**src/hdl/csp_pkg.sv**
```systemverilog
// ----------------------------------------------------------------------------
// csp_pkg
// Shared defaults for the circle/segment penetration pipeline.
// ----------------------------------------------------------------------------
`default_nettype none

package csp_pkg;

  // Default coordinate width (two's complement, 8 fraction bits).
  localparam int COORD_WIDTH_DEF = 24;

  // Default number of fraction bits of the penetration ratio.
  localparam int RATIO_FRAC_BITS_DEF = 16;

endpackage

`default_nettype wire

```
**src/hdl/csp_sqrt_cell.sv**
```systemverilog
// ----------------------------------------------------------------------------
// csp_sqrt_cell
// One step of a digit-by-digit integer square root: one root bit per cell.
// ----------------------------------------------------------------------------
`default_nettype none

module csp_sqrt_cell
  import csp_pkg::*;
#(
  parameter int COORD_WIDTH = COORD_WIDTH_DEF,
  parameter int SIDE_W      = 1
) (
  input  logic                       clk,
  input  logic                       rst,
  input  logic                       en,
  input  logic                       valid_in,
  input  logic [2*COORD_WIDTH-1:0]   rad_in,
  input  logic [COORD_WIDTH+1:0]     rem_in,
  input  logic [COORD_WIDTH-1:0]     root_in,
  input  logic [SIDE_W-1:0]          side_in,
  output logic                       valid_out,
  output logic [2*COORD_WIDTH-1:0]   rad_out,
  output logic [COORD_WIDTH+1:0]     rem_out,
  output logic [COORD_WIDTH-1:0]     root_out,
  output logic [SIDE_W-1:0]          side_out
);

  localparam int SW = 2 * COORD_WIDTH;
  localparam int TW = COORD_WIDTH + 4;

  logic [TW-1:0] shifted, trial, diff;
  logic          ge;

  always_comb begin
    shifted = {rem_in, rad_in[SW-1 -: 2]};
    trial   = {2'b00, root_in, 2'b01};
    diff    = shifted - trial;
    ge      = shifted >= trial;
  end

  always_ff @(posedge clk) begin
    if (rst) begin
      valid_out <= 1'b0;
    end else if (en) begin
      valid_out <= valid_in;
    end
  end

  always_ff @(posedge clk) begin
    if (en) begin
      rad_out  <= {rad_in[SW-3:0], 2'b00};
      rem_out  <= ge ? diff[COORD_WIDTH+1:0] : shifted[COORD_WIDTH+1:0];
      root_out <= {root_in[COORD_WIDTH-2:0], ge};
      side_out <= side_in;
    end
  end

endmodule

`default_nettype wire

```
**config.mk**
```make
export PLATFORM = sky130hd
export DESIGN_NAME = csp_sqrt_cell
export DESIGN_NICKNAME = d
export VERILOG_FILES = /design/src/hdl/csp_pkg.sv /design/src/hdl/csp_sqrt_cell.sv
export SDC_FILE = /design/constraint.sdc
export NUM_CORES = 1
export LEC_CHECK = 0
export ABC_AREA = 1
export BUFFER_PORTS_ARGS = -buffer_cell sky130_fd_sc_hd__clkbuf_2
export CORE_UTILIZATION = 53
export DETAILED_ROUTE_END_ITERATION = 10
export GPL_TIMING_DRIVEN = 0
export PLACE_DENSITY_LB_ADDON = 0.12
export SYNTH_ARGS = -nofsm -noshare
export SYNTH_HDL_FRONTEND = slang
export SYNTH_SLANG_ARGS = --single-unit
export TNS_END_PERCENT = 1
```
**constraint.sdc**
```tcl
create_clock -name clk -period 3.4 [get_ports clk]
set_clock_uncertainty 0.2 [all_clocks]
set_input_delay 0 -clock clk [delete_from_list [all_inputs] [get_ports clk]]
set_output_delay 0 -clock clk [all_outputs]
set_load 0.005 [all_outputs]
```
==> results.py <==
metrics = {
    "layout": {
        "nets": 1046,
        "fillCellCount": 664,
        "drive_above_1_share": 0.2625,
        "multiInputGateArea_sq_mm": 0.001944,
        "syn_to_final_growth_pct": 44.67,
        "seqCellArea_sq_mm": 0.002933,
    },
    "drt": {
        "drt_wl_total_um": 17820,
        "via_count": 5403,
        "drt_iter0_drc": 356,
        "drc": 0,
        "wl_per_cell_um": 16.88,
        "ant_nets": 0,
        "viasPerCell": 5.116,
        "dr.pass1.iters": 5,
    },
    "sta": {
        "final.period_utilization": 0.7630,
        "setup_slack_ns": 0.8057,
        "tightestPinTransition_ns": 0.5713,
        "finalHoldViolCount": 0,
        "finalSetupViolCount": 0,
        "tns_ns": 0,
        "rsz0062_at_grt": "false",
        "drv_slew": 0,
        "min_period_ns": 2.594,
        "fmax_mhz": 385.5,
        "slew_headroom": 0.6191,
    },
    "synthesis": {
        "synth_most_common_cell": "nand2_1",
        "synth_top_area_cell": "edfxtp_1",
        "synth_top_area_frac": 0.5376,
        "synth-seq-area-share": 0.5413,
        "syn_avg_cell_area_sq_um": 8.940,
        "ys_async_sr_fraction": 0,
        "synth_common_cells": "nand2_1 (206), inv_1 (123), edfxtp_1 (97)",
        "synth_edf_count": 97,
        "ys_seq_elements": 98,
        "synth_cell_type_count": 34,
        "synthFlopType": "edfxtp_1",
        "synth_warnings": 0,
        "syn_area_sq_mm": 0.005418,
        "ys_top_cells_by_area": "edfxtp_1 (54%), nand2_1 (14%), inv_1 (8.5%)",
        "synth_cells": 606,
    },
    "clock_network": {
        "clock-sinks": 98,
        "ctsResizeCount": 0,
        "cts_hold_buf": 98,
        "cts-root-buf": "clkbuf_8",
        "worst_skew_pair.late_latency_ns": 0.38,
        "cts_buffer_depth": 2,
        "cts_tree": "built",
        "htreeDepth": 3,
        "clk_pin_slew_ns": 0.10,
        "numCtsBuffers": 9,
        "postCtsSetupBuffers": 0,
    },
    "power": {
        "p_leak_uw": 0.004067,
        "power_density_mw_per_mm2": 405.6,
        "ir_worst_vdd_mv": 0.2380,
    },
    "placed_design": {
        "gp_congestion": 0.9842,
        "io_buffers": 200,
        "dp_hpwl_um": 11030,
        "place_ws_ns": 1.047,
    },
    "die": {
        "pin_count": 203,
        "start_util": 0.5517,
        "die_w_um": 103.1,
        "design.core.area_sq_mm": 0.009819,
        "die-area_sq_mm": 0.01063,
        "die_y_um": 103.1,
        "num_rows": 36,
    },
    "worst_setup_path": {
        "critPathCaptureType": "flop",
        "worstSetupStartpointType": "primary input",
        "worstSetupPathType": "in2reg",
        "path_max_fanout": 10,
        "arrival_ns": 2.65,
        "crit_required_ns": 3.45,
    },
    "global_routing": {
        "antenna_found_initial": 0,
        "grt_pass1_vias": 5268,
        "grt_pass1_wl_um": 26630,
        "grt_overflow": 0,
        "grt_start_max_net_pins": 67,
        "track_usage": 0.3415,
    },
    "job": {
        "max_cap_violations": 0,
    },
    "run_status": {
        "status": "finished clean",
    },
    "hold_path": {
        "hold_class": "in2reg",
    },
}
final cells by class:
type,count,area share
sequential,98,0.3742
timing repair buffer,299,0.2567
multi-input combinational,372,0.2481
inverter,127,0.06082
tap,133,0.02123
clock buffer,10,0.01756
clock inverter,6,0.01245
buffer,10,0.008621
antenna,1,0.0003193
worst paths after layout:
path	start	to	slack, ns	cells after the start
max	rem_in[9]	rem_out[16]	0.81	13
min	en	root_out[21]	0.004	1
max reg2reg	valid_out	valid_out	1.93	3
min reg2reg	valid_out	valid_out	0.98	3
layer usage:
layer | part of all wire | up-vias | GRT usage
met3 | 0.084 | 64 | 0.06508
met4 | 0.040 | 0 | 0.1463
met1 | 0.37 | 2432 | 0.4021
li1 | - | 2558 | -
met2 | 0.50 | 349 | 0.6092
met5 | 0 | - | 0
through the flow:
stage	cells	hold WS, ns	total power (uW)	utilization	cell area [sq um]
after floorplan	607	-0.1276	1867	-	5421
after global placement	940	-0.04129	2149	0.6710	6589
after detailed placement	941	-0.03594	2168	0.6741	6619
after CTS	1055	0.01114	3130	0.7979	7835
after global routing	1055	0.03097	3298	0.7979	7835
final	1056	0.004434	3179	0.7982	7838
worst max-delay path: stages:
cell and delay, ns:
dlygate4sd3_1 0.56, clkbuf_2 0.13, ha_1 0.36, nand2_1 0.20, inv_1 0.06, nand2_1 0.06
nand2_1 0.07, inv_1 0.07, nand3_2 0.15, nand2_2 0.20, clkbuf_1 0.48, nand4_1 0.18
nand2_1 0.12
sequential cells by signal, indices dropped and copies added, names as in the netlist:
| register | count |
|---|---|
| valid_out | 1 |
| root_out | 24 |
| side_out | 1 |
| rem_out | 26 |
| rad_out | 46 |
placed cells by master (no fill, tap or decap), types with 2 or more instances in the layout:
cell type      Yosys  routed
bufinv_16          0       2
nor2_1            28      28
nand2_1          206     206
o21bai_1           3       3
clkbuf_2           1     200
nand3b_1           5       5
inv_1            123     123
clkbuf_1           3       3
o21ai_0           13      13
nand2_2            3       3
clkinv_1           3       3
buf_4              2       2
dlygate4sd3_1      0      98
conb_1             1       2
nand3_2            7       7
inv_8              0       2
clkbuf_8           0      10
edfxtp_1          97      97
ha_1              26      26
nand3_1           23      23
nand4_1           20      20
a21oi_1           11      11
buf_2              2       2
clkinvlp_4         0       2
nor2_2             4       4
xor2_1            12      12
power breakdown:
part	internal [uW]	switching, uW
logic	337	432
registers	1470	39.6
clock network	445	455
total	2250	927
cells by family after synthesis:
group | count (synthesis) | share of synthesized area
AND/OR/NAND/NOR | 301 | 0.2439
buffers and inverters | 137 | 0.1005
flip-flops | 98 | 0.5413
AO/OA/AOI/OAI | 29 | 0.03072
adder cells (fa/ha/maj) | 26 | 0.06005
XOR/XNOR | 13 | 0.02102
other | 1 | 0.0006922
multiplexers | 1 | 0.001848
No activity file was read; power rests on OpenSTA's default activity.
