<file path="src/hdl/csp_div_cell.sv">
// ----------------------------------------------------------------------------
// csp_div_cell
// One step of restoring long division: one quotient bit per cell.
// ----------------------------------------------------------------------------
`default_nettype none

module csp_div_cell #(
  parameter int NUM_W  = 8,
  parameter int DIV_W  = 8,
  parameter int QUO_W  = 8,
  parameter int SIDE_W = 1
) (
  input  logic              clk,
  input  logic              rst,
  input  logic              en,
  input  logic              valid_in,
  input  logic [NUM_W-1:0]  num_in,
  input  logic [DIV_W-1:0]  rem_in,
  input  logic [QUO_W-1:0]  quo_in,
  input  logic [DIV_W-1:0]  dvs_in,
  input  logic [SIDE_W-1:0] side_in,
  output logic              valid_out,
  output logic [NUM_W-1:0]  num_out,
  output logic [DIV_W-1:0]  rem_out,
  output logic [QUO_W-1:0]  quo_out,
  output logic [DIV_W-1:0]  dvs_out,
  output logic [SIDE_W-1:0] side_out
);

  logic [DIV_W:0] shifted, diff;
  logic           ge;

  always_comb begin
    shifted = {rem_in, num_in[NUM_W-1]};
    diff    = shifted - {1'b0, dvs_in};
    ge      = shifted >= {1'b0, dvs_in};
  end

  always_ff @(posedge clk) begin
    if (rst) begin
      valid_out <= 1'b0;
    end else if (en) begin
      valid_out <= valid_in;
    end
  end

  always_ff @(posedge clk) begin
    if (en) begin
      num_out  <= {num_in[NUM_W-2:0], 1'b0};
      rem_out  <= ge ? diff[DIV_W-1:0] : shifted[DIV_W-1:0];
      quo_out  <= {quo_in[QUO_W-2:0], ge};
      dvs_out  <= dvs_in;
      side_out <= side_in;
    end
  end

endmodule

`default_nettype wire

</file>
<file path="config.mk">
export PLATFORM = sky130hd
export DESIGN_NAME = csp_div_cell
export DESIGN_NICKNAME = d
export VERILOG_FILES = /design/src/hdl/csp_div_cell.sv
export SDC_FILE = /design/constraint.sdc
export NUM_CORES = 1
export LEC_CHECK = 0
export BUFFER_PORTS_ARGS = -buffer_cell sky130_fd_sc_hd__clkbuf_2
export CORE_ASPECT_RATIO = 2
export CORE_MARGIN = 5
export CORE_UTILIZATION = 49
export CTS_CLUSTER_DIAMETER = 100
export DETAILED_ROUTE_END_ITERATION = 12
export PLACE_DENSITY = 0.83
export SLEW_MARGIN = 25
export SYNTH_ARGS = -nofsm -noshare
export SYNTH_HDL_FRONTEND = slang
export SYNTH_SLANG_ARGS = --single-unit
export TNS_END_PERCENT = 30
</file>
<file path="constraint.sdc">
create_clock -name clk -period 4.25 [get_ports clk]
set_clock_uncertainty 0.15 [all_clocks]
set_input_delay 0.6375 -clock clk [delete_from_list [all_inputs] [get_ports clk]]
set_output_delay 0.6375 -clock clk [all_outputs]
set_load 0.02 [all_outputs]
</file>
==> metrics, run 1 <==
Core ar.=0.00298 sq mm; number of DRC markers in iteration 0=19; final period utilization=60.0%; CTS Sinks=33; initial antenna violation count=0; die footprint=0.00440 sq mm; n_diodes=0; unrepaired setup endpoints after global routing=no; drt pass-1 iters=4; most common cell after layout, fill and taps aside=clkbuf_2; Critical-path top delay cell=fa_1; DR DRC count=0; crit path kind=in2reg; share of cells above drive strength 1=46.6%; status=finished, final reports clean; busiest grt layer=met2; Worst IR Drop VDD=0.264 mV; Async SR Flop Fraction=0%; row cnt=28; R2R Setup Slk=3520 ps; FMAX=0.392 GHz; Final #Nets=223; Rel. slew slack=47.8%; RR Endpoint=valid_out; PortBufs=68; crit path cell chain=clkbuf_2 -> inv_1 -> ha_1 -> fa_1 -> nor2b_1 -> o31a_1 -> nor4_1 -> a311o_1 -> mux2_2; critical path required time=4130 ps; Synth Flop Type=edfxtp_1; largest net degree at the start of global routing=34; setup bufs post-CTS=0; vias=1,110; Initial Util=51.2%; vias in the first global route=1,158; Sum Neg Setup Slack=0 ps; final setup fails=0; Hold Path End=valid_out; Post-synth EDFFs=32; highest-count cells in the layout ignoring fill and taps=clkbuf_2 (68), edfxtp_1 (32), inv_1 (13); met2 Track Usage GR=28.8%; slowest stage delay, CP=410 ps; H-tree levels=2; Detail Placement HPWL=2600 microns; I/O Pins=71; register area share after synthesis=64.3%; final instance area=0.00199 sq mm; GRT Overall Usage=16.1%; Final ANT Viol Nets=0; CTS max path bufs=2; global-route wire length before repair=5330 microns; placed inst area=0.00189 sq mm; total grt overflow=0; maximum fanout along the worst path=3; CTS tree=done; post-layout min period=2550 ps; beginning of the worst hold path=valid_out; Startpoint Class=input pin; leak pwr=0.000918 uW; R2R depth=2; met1 Usage GRT=15.5%; synthesized area=0.00153 sq mm; Detailed Route WL=3280 microns; r2r startpoint=valid_out; total clock buffers created by CTS=5; Worst-Margin Slew=783 ps; met3 Resource Use GR=4.51%; #FFs+latches synth=33; Yosys warnings=0; Final Hold Viols=0; max-slew violations=0; syn nets=151; clk_lat worst skew=280 ps; Hold Path Class=reg2reg; post-CTS resize count=0; Die H=88.9 microns; Routability Congestion=0.941; pwr dens=427 mW/mm^2; hold path cells=2; CTS root buf=clkbuf_8; Worst Path Arrival=2430 ps; clock slew at reported path FFs=70 ps; Fillers=212; mean area per synthesized cell=14.5 sq um; Area growth, synth to finish=30.6%; hold_buf cts=0; chip width=49.5 microns; WL/cell=15.7 microns; CP Capture Type=flip-flop; Post-Syn Instances=105; routed vias/inst=5.34; Synth cell types=34; max capacitance violation total=0
-- worst max-delay path by stage --
stage / start / endpoint / slack [ps] / cells past startpoint
floorplan: num_in[7] / rem_out[6] / 1670 / 8
global placement: num_in[7] / rem_out[6] / 1460 / 9
detailed placement: num_in[7] / rem_out[6] / 1420 / 9
CTS: num_in[7] / rem_out[6] / 1720 / 9
global route: num_in[7] / rem_out[6] / 1570 / 9
finish: num_in[7] / rem_out[6] / 1700 / 9
-- power breakdown --
group | internal, uW | switching, uW | total, uW
Clock | 173 | 100 | 273
Combinational | 68.3 | 107 | 175
Sequential | 394 | 7.58 | 402
-- area by class of cell --
class	count	area, sq um	area share (%)
Multi-Input combinational cell	56	478	24.0
Timing Repair Buffer	68	340	17.1
Sequential cell	33	981	49.2
Inverter	13	48.8	2.45
Clock inverter	2	33.8	1.70
Tap cell	30	37.5	1.88
Clock buffer	6	72.6	3.64
-- state kept, by name, indices dropped and copies added (netlist names) --
name	flops
quo_out	8
dvs_out	8
valid_out	1
num_out	7
side_out	1
rem_out	8
-- kinds of logic after synthesis --
group,Yosys count,share of synthesized area (%)
flip-flops,33,64.3
AO/OA/AOI/OAI,21,11.2
buffers and inverters,16,4.35
AND/OR/NAND/NOR,14,4.68
adder cells (fa/ha/maj),9,7.88
multiplexers,8,5.66
XOR/XNOR,3,1.72
other,1,0.246
-- routing by layer --
metal / vias to the layer above / share of wire [%]
li1: 530 / -
met1: 517 / 33
met2: 53 / 54
met3: 10 / 8.5
met4: 0 / 3.8
met5: - / 0
-- worst max-delay path, delay by kind of cell --
kind                       cells  cell delay, ps
muxes                          1             260
buffers and inverters          2             120
and+or+nand+nor                2             230
AOI/OAI and AO/OA              2             540
adders and majority gates      2             640
-- cells in the mapped netlist (2+ instances only) --
| cell type | count | share of area, % |
|---|---|---|
| a21o_1 | 3 | 1.5 |
| a21oi_1 | 3 | 0.98 |
| a21oi_2 | 2 | 1.1 |
| buf_2 | 2 | 0.66 |
| edfxtp_1 | 32 | 63 |
| ha_1 | 8 | 6.6 |
| inv_1 | 13 | 3.2 |
| mux2_2 | 5 | 3.7 |
| mux2i_1 | 3 | 2.0 |
| nand2_1 | 2 | 0.49 |
| nand3_1 | 2 | 0.66 |
| nor2_1 | 4 | 0.98 |
| o21ai_0 | 4 | 1.3 |
| xnor2_1 | 2 | 1.1 |
-- metrics by stage --
step / util, % / hold slack, ps / total power, uW / worst slack (ps) / std cells
2_1_floorplan: - / 429 / 519 / 1670 / 105
3_3_place_gp: 63.3 / 323 / 577 / 1460 / 200
3_5_place_dp: 63.3 / 336 / 584 / 1420 / 200
4_1_cts: 66.9 / 352 / 858 / 1720 / 208
5_1_grt: 66.9 / 356 / 891 / 1570 / 208
6_report: 66.9 / 347 / 850 / 1700 / 208
Power figures use the tool's default switching activity.
==> inputs of run 2 (changes only) <==
--- a/config.mk
+++ b/config.mk
@@ -5,13 +5,14 @@
 export SDC_FILE = /design/constraint.sdc
 export NUM_CORES = 1
 export LEC_CHECK = 0
+export ABC_AREA = 1
 export BUFFER_PORTS_ARGS = -buffer_cell sky130_fd_sc_hd__clkbuf_2
 export CORE_ASPECT_RATIO = 2
 export CORE_MARGIN = 5
-export CORE_UTILIZATION = 49
+export CORE_UTILIZATION = 47
 export CTS_CLUSTER_DIAMETER = 100
 export DETAILED_ROUTE_END_ITERATION = 12
-export PLACE_DENSITY = 0.83
+export PLACE_DENSITY = 0.79
 export SLEW_MARGIN = 25
 export SYNTH_ARGS = -nofsm -noshare
 export SYNTH_HDL_FRONTEND = slang
==> constraint.sdc (replaced) <==
create_clock -name clk -period 2.4 [get_ports clk]
set_clock_uncertainty 0.15 [all_clocks]
set_input_delay 0.36 -clock clk [delete_from_list [all_inputs] [get_ports clk]]
set_output_delay 0.36 -clock clk [all_outputs]
set_load 0.02 [all_outputs]
==> metrics, run 2 <==
status=finished, final reports clean (unchanged); Post-Syn Instances=144 (was 105); sequential power share=49.9% (was 47.3%); clk_lat worst skew=270 ps (was 280 ps); Synth cell types=25 (was 34); max-slew violations=0 (unchanged); row cnt=30 (was 28); crit path cell chain=clkbuf_2 -> inv_1 -> ha_1 -> nand2_1 -> nor2_2 -> nand2_2 -> nor2_4 -> nor2_4 -> nand2_8 -> nand2_2 -> nand2_2 (was clkbuf_2 -> inv_1 -> ha_1 -> fa_1 -> nor2b_1 -> o31a_1 -> nor4_1 -> a311o_1 -> mux2_2); final setup fails=0 (unchanged); chip width=52.0 microns (was 49.5 microns); syn nets=190 (was 151); Synth top area share=58.0% (was 63.0%); WL/cell=12.2 microns (was 15.7 microns); Die H=94.0 microns (was 88.9 microns); H-tree levels=2 (unchanged); post-CTS resize count=0 (unchanged); Net Sw Frac=28.5% (was 25.3%); GRT Overall Usage=14.6% (was 16.1%); clock slew at reported path FFs=60 ps (was 70 ps); pwr dens=665 mW/mm^2 (was 427 mW/mm^2); CTS tree=done (unchanged); Sum Neg Setup Slack=0 ps (unchanged); leak pwr=0.00105 uW (was 0.000918 uW); top flop regs=dvs_out: 8 flops, quo_out: 8 flops, rem_out: 8 flops (unchanged); n_diodes=0 (unchanged); critical path required time=2290 ps (was 4130 ps); Startpoint Class=input pin (unchanged); cell taking the most area after synthesis=edfxtp_1 (unchanged); die footprint=0.00488 sq mm (was 0.00440 sq mm); CTS root buf=clkbuf_8 (unchanged); register area share after synthesis=59.2% (was 64.3%); most common cell after layout, fill and taps aside=clkbuf_2 (unchanged); Yosys warnings=0 (unchanged); list of most frequent post-synthesis cells=edfxtp_1 (32), nand2_1 (29), inv_1 (22), nand3_1 (14), nand2_2 (12) (was edfxtp_1 (32), inv_1 (13), ha_1 (8), mux2_2 (5)); synthesized area=0.00166 sq mm (was 0.00153 sq mm); crit-path most repeated cell=nand2_2; routed vias/inst=4.53 (was 5.34); slowest stage delay, CP=330 ps (was 410 ps); Initial Util=48.5% (was 51.2%); initial antenna violation count=0 (unchanged); crit path kind=in2reg (unchanged); vias in the first global route=1,200 (was 1,158); maximum fanout along the worst path=9 (was 3); clock share of power=26.6% (was 32.1%); total clock buffers created by CTS=5 (unchanged); unrepaired setup endpoints after global routing=no (unchanged); Final #Nets=265 (was 223); Async SR Flop Fraction=0% (unchanged); total grt overflow=0 (unchanged); Final Hold Viols=0 (unchanged); Hold Path Class=in2reg (was reg2reg); max capacitance violation total=0 (unchanged); Worst Path Arrival=1660 ps (was 2430 ps); Core ar.=0.00342 sq mm (was 0.00298 sq mm); Routability Congestion=0.886 (was 0.941); Detailed Route WL=3280 microns (about the same); pre-CTS setup slack=334 ps (was 1420 ps); mean area per synthesized cell=11.5 sq um (was 14.5 sq um); FMAX=0.564 GHz; Synth Flop Type=edfxtp_1 (unchanged); #FFs+latches synth=33 (unchanged); Detail Placement HPWL=2800 microns (was 2600 microns); Final ANT Viol Nets=0 (unchanged); share of cells above drive strength 1=44.5% (was 46.6%); Net Switching=405 uW (was 215 uW); highest-count cells in the layout ignoring fill and taps=clkbuf_2 (68), edfxtp_1 (32), nand2_1 (29) (was clkbuf_2 (68), edfxtp_1 (32), inv_1 (13)); Worst IR Drop VDD=0.308 mV (was 0.264 mV); vias=1,214 (was 1,110); I/O Pins=71 (unchanged); P_int=1020 uW (was 636 uW); setup ws final=626 ps (was 1700 ps); post-layout min period=1770 ps; Comb pwr share=23.5% (was 20.6%); number of DRC markers in iteration 0=13 (was 19); Hold WS=101 ps (was 347 ps); Area growth, synth to finish=29.2% (was 30.6%); global-route wire length before repair=5210 microns (was 5330 microns); Post-synth EDFFs=32 (unchanged); setup bufs post-CTS=0 (unchanged); hold_buf cts=0 (unchanged); Power Total=1420 uW (was 850 uW); R2R Setup Slk=1650 ps (was 3520 ps); largest net degree at the start of global routing=30 (was 34); CP Capture Type=flip-flop (unchanged); drt pass-1 iters=4 (unchanged); most numerous cell in the Yosys netlist=edfxtp_1 (unchanged); PortBufs=68 (unchanged); CTS max path bufs=2 (unchanged); synth top area cells=edfxtp_1 (58%), nand2_1 (6.6%), ha_1 (6.0%) (was edfxtp_1 (63%), ha_1 (6.6%), mux2_2 (3.7%)); CTS Sinks=33 (unchanged); DR DRC count=0 (unchanged); final period utilization=73.9%; Critical-path top delay cell=ha_1 (was fa_1)
run 2: cell types whose count changed in the layout (fill, tap and decap cells not counted), moves of 2 or more:
cell and delta:
nand2_1 +27, nand2_2 +12, nand3_1 +12, inv_1 +9, mux2_2 -5, o21ai_0 -4, a21o_1 -3, a21oi_2 -2
clkinv_2 +2, mux2i_1 -2, nand2_8 +2, nor2_4 +2
run 2: area by class of cell:
type,instances,area [sq um]
clock buffers,6,72.6
clock inverters,2,10.0
fillers,270,1280
inverters,23,86.3
multi-input cells,87,582
flip-flops and latches,33,981
well taps,48,60.1
repair buffers,69,348
run 2: path summary, 6_finish.rpt:
path,from,end,cells past startpoint
setup / recovery,dvs_in[5],rem_out[7],11
hold / removal,rst,valid_out,2
setup reg to reg,valid_out,valid_out,2
hold reg to reg,valid_out,valid_out,2
run 2: critical path, delay by kind of cell:
family,cells,cell delay (ps)
and+or+nand+nor,8,820
adders and majority gates,1,330
buffers and inverters,2,130
run 2: logic make-up after synthesis:
| family | Yosys count | share of synthesized area [%] |
|---|---|---|
| and+or+nand+nor | 71 | 24.8 |
| DFF | 33 | 59.2 |
| buffers and inverters | 24 | 5.66 |
| adders and majority gates | 9 | 7.25 |
| xor gates and xnor gates | 3 | 1.59 |
| AOI/OAI and AO/OA | 2 | 0.604 |
| other | 1 | 0.226 |
| muxes | 1 | 0.604 |
run 2: metal layers:
layer	track usage (%)	vias up	wire length (microns)	part of all wire, %
met2	26.7	60	1740	53
met1	12.3	523	1000	30
met5	0	-	0	0
met4	10.3	0	142	4.3
li1	-	620	-	-
met3	4.77	11	395	12
run 2: per-stage QoR:
stage               cell area (sq um)  util [%]  instances
floorplan                        1660         -        144
global placement                 2060      60.2        260
detailed placement               2060      60.2        260
CTS                              2140      62.6        268
global route                     2140      62.6        268
finish                           2140      62.6        268
run 2: power groups by stage:
stage | clock network [uW] | registers, uW | logic, uW
2_1_floorplan | 0 | 796 | 146
3_3_place_gp | 0 | 720 | 331
3_5_place_dp | 0 | 723 | 338
4_1_cts | 391 | 711 | 338
5_1_grt | 419 | 714 | 368
6_report | 378 | 710 | 334
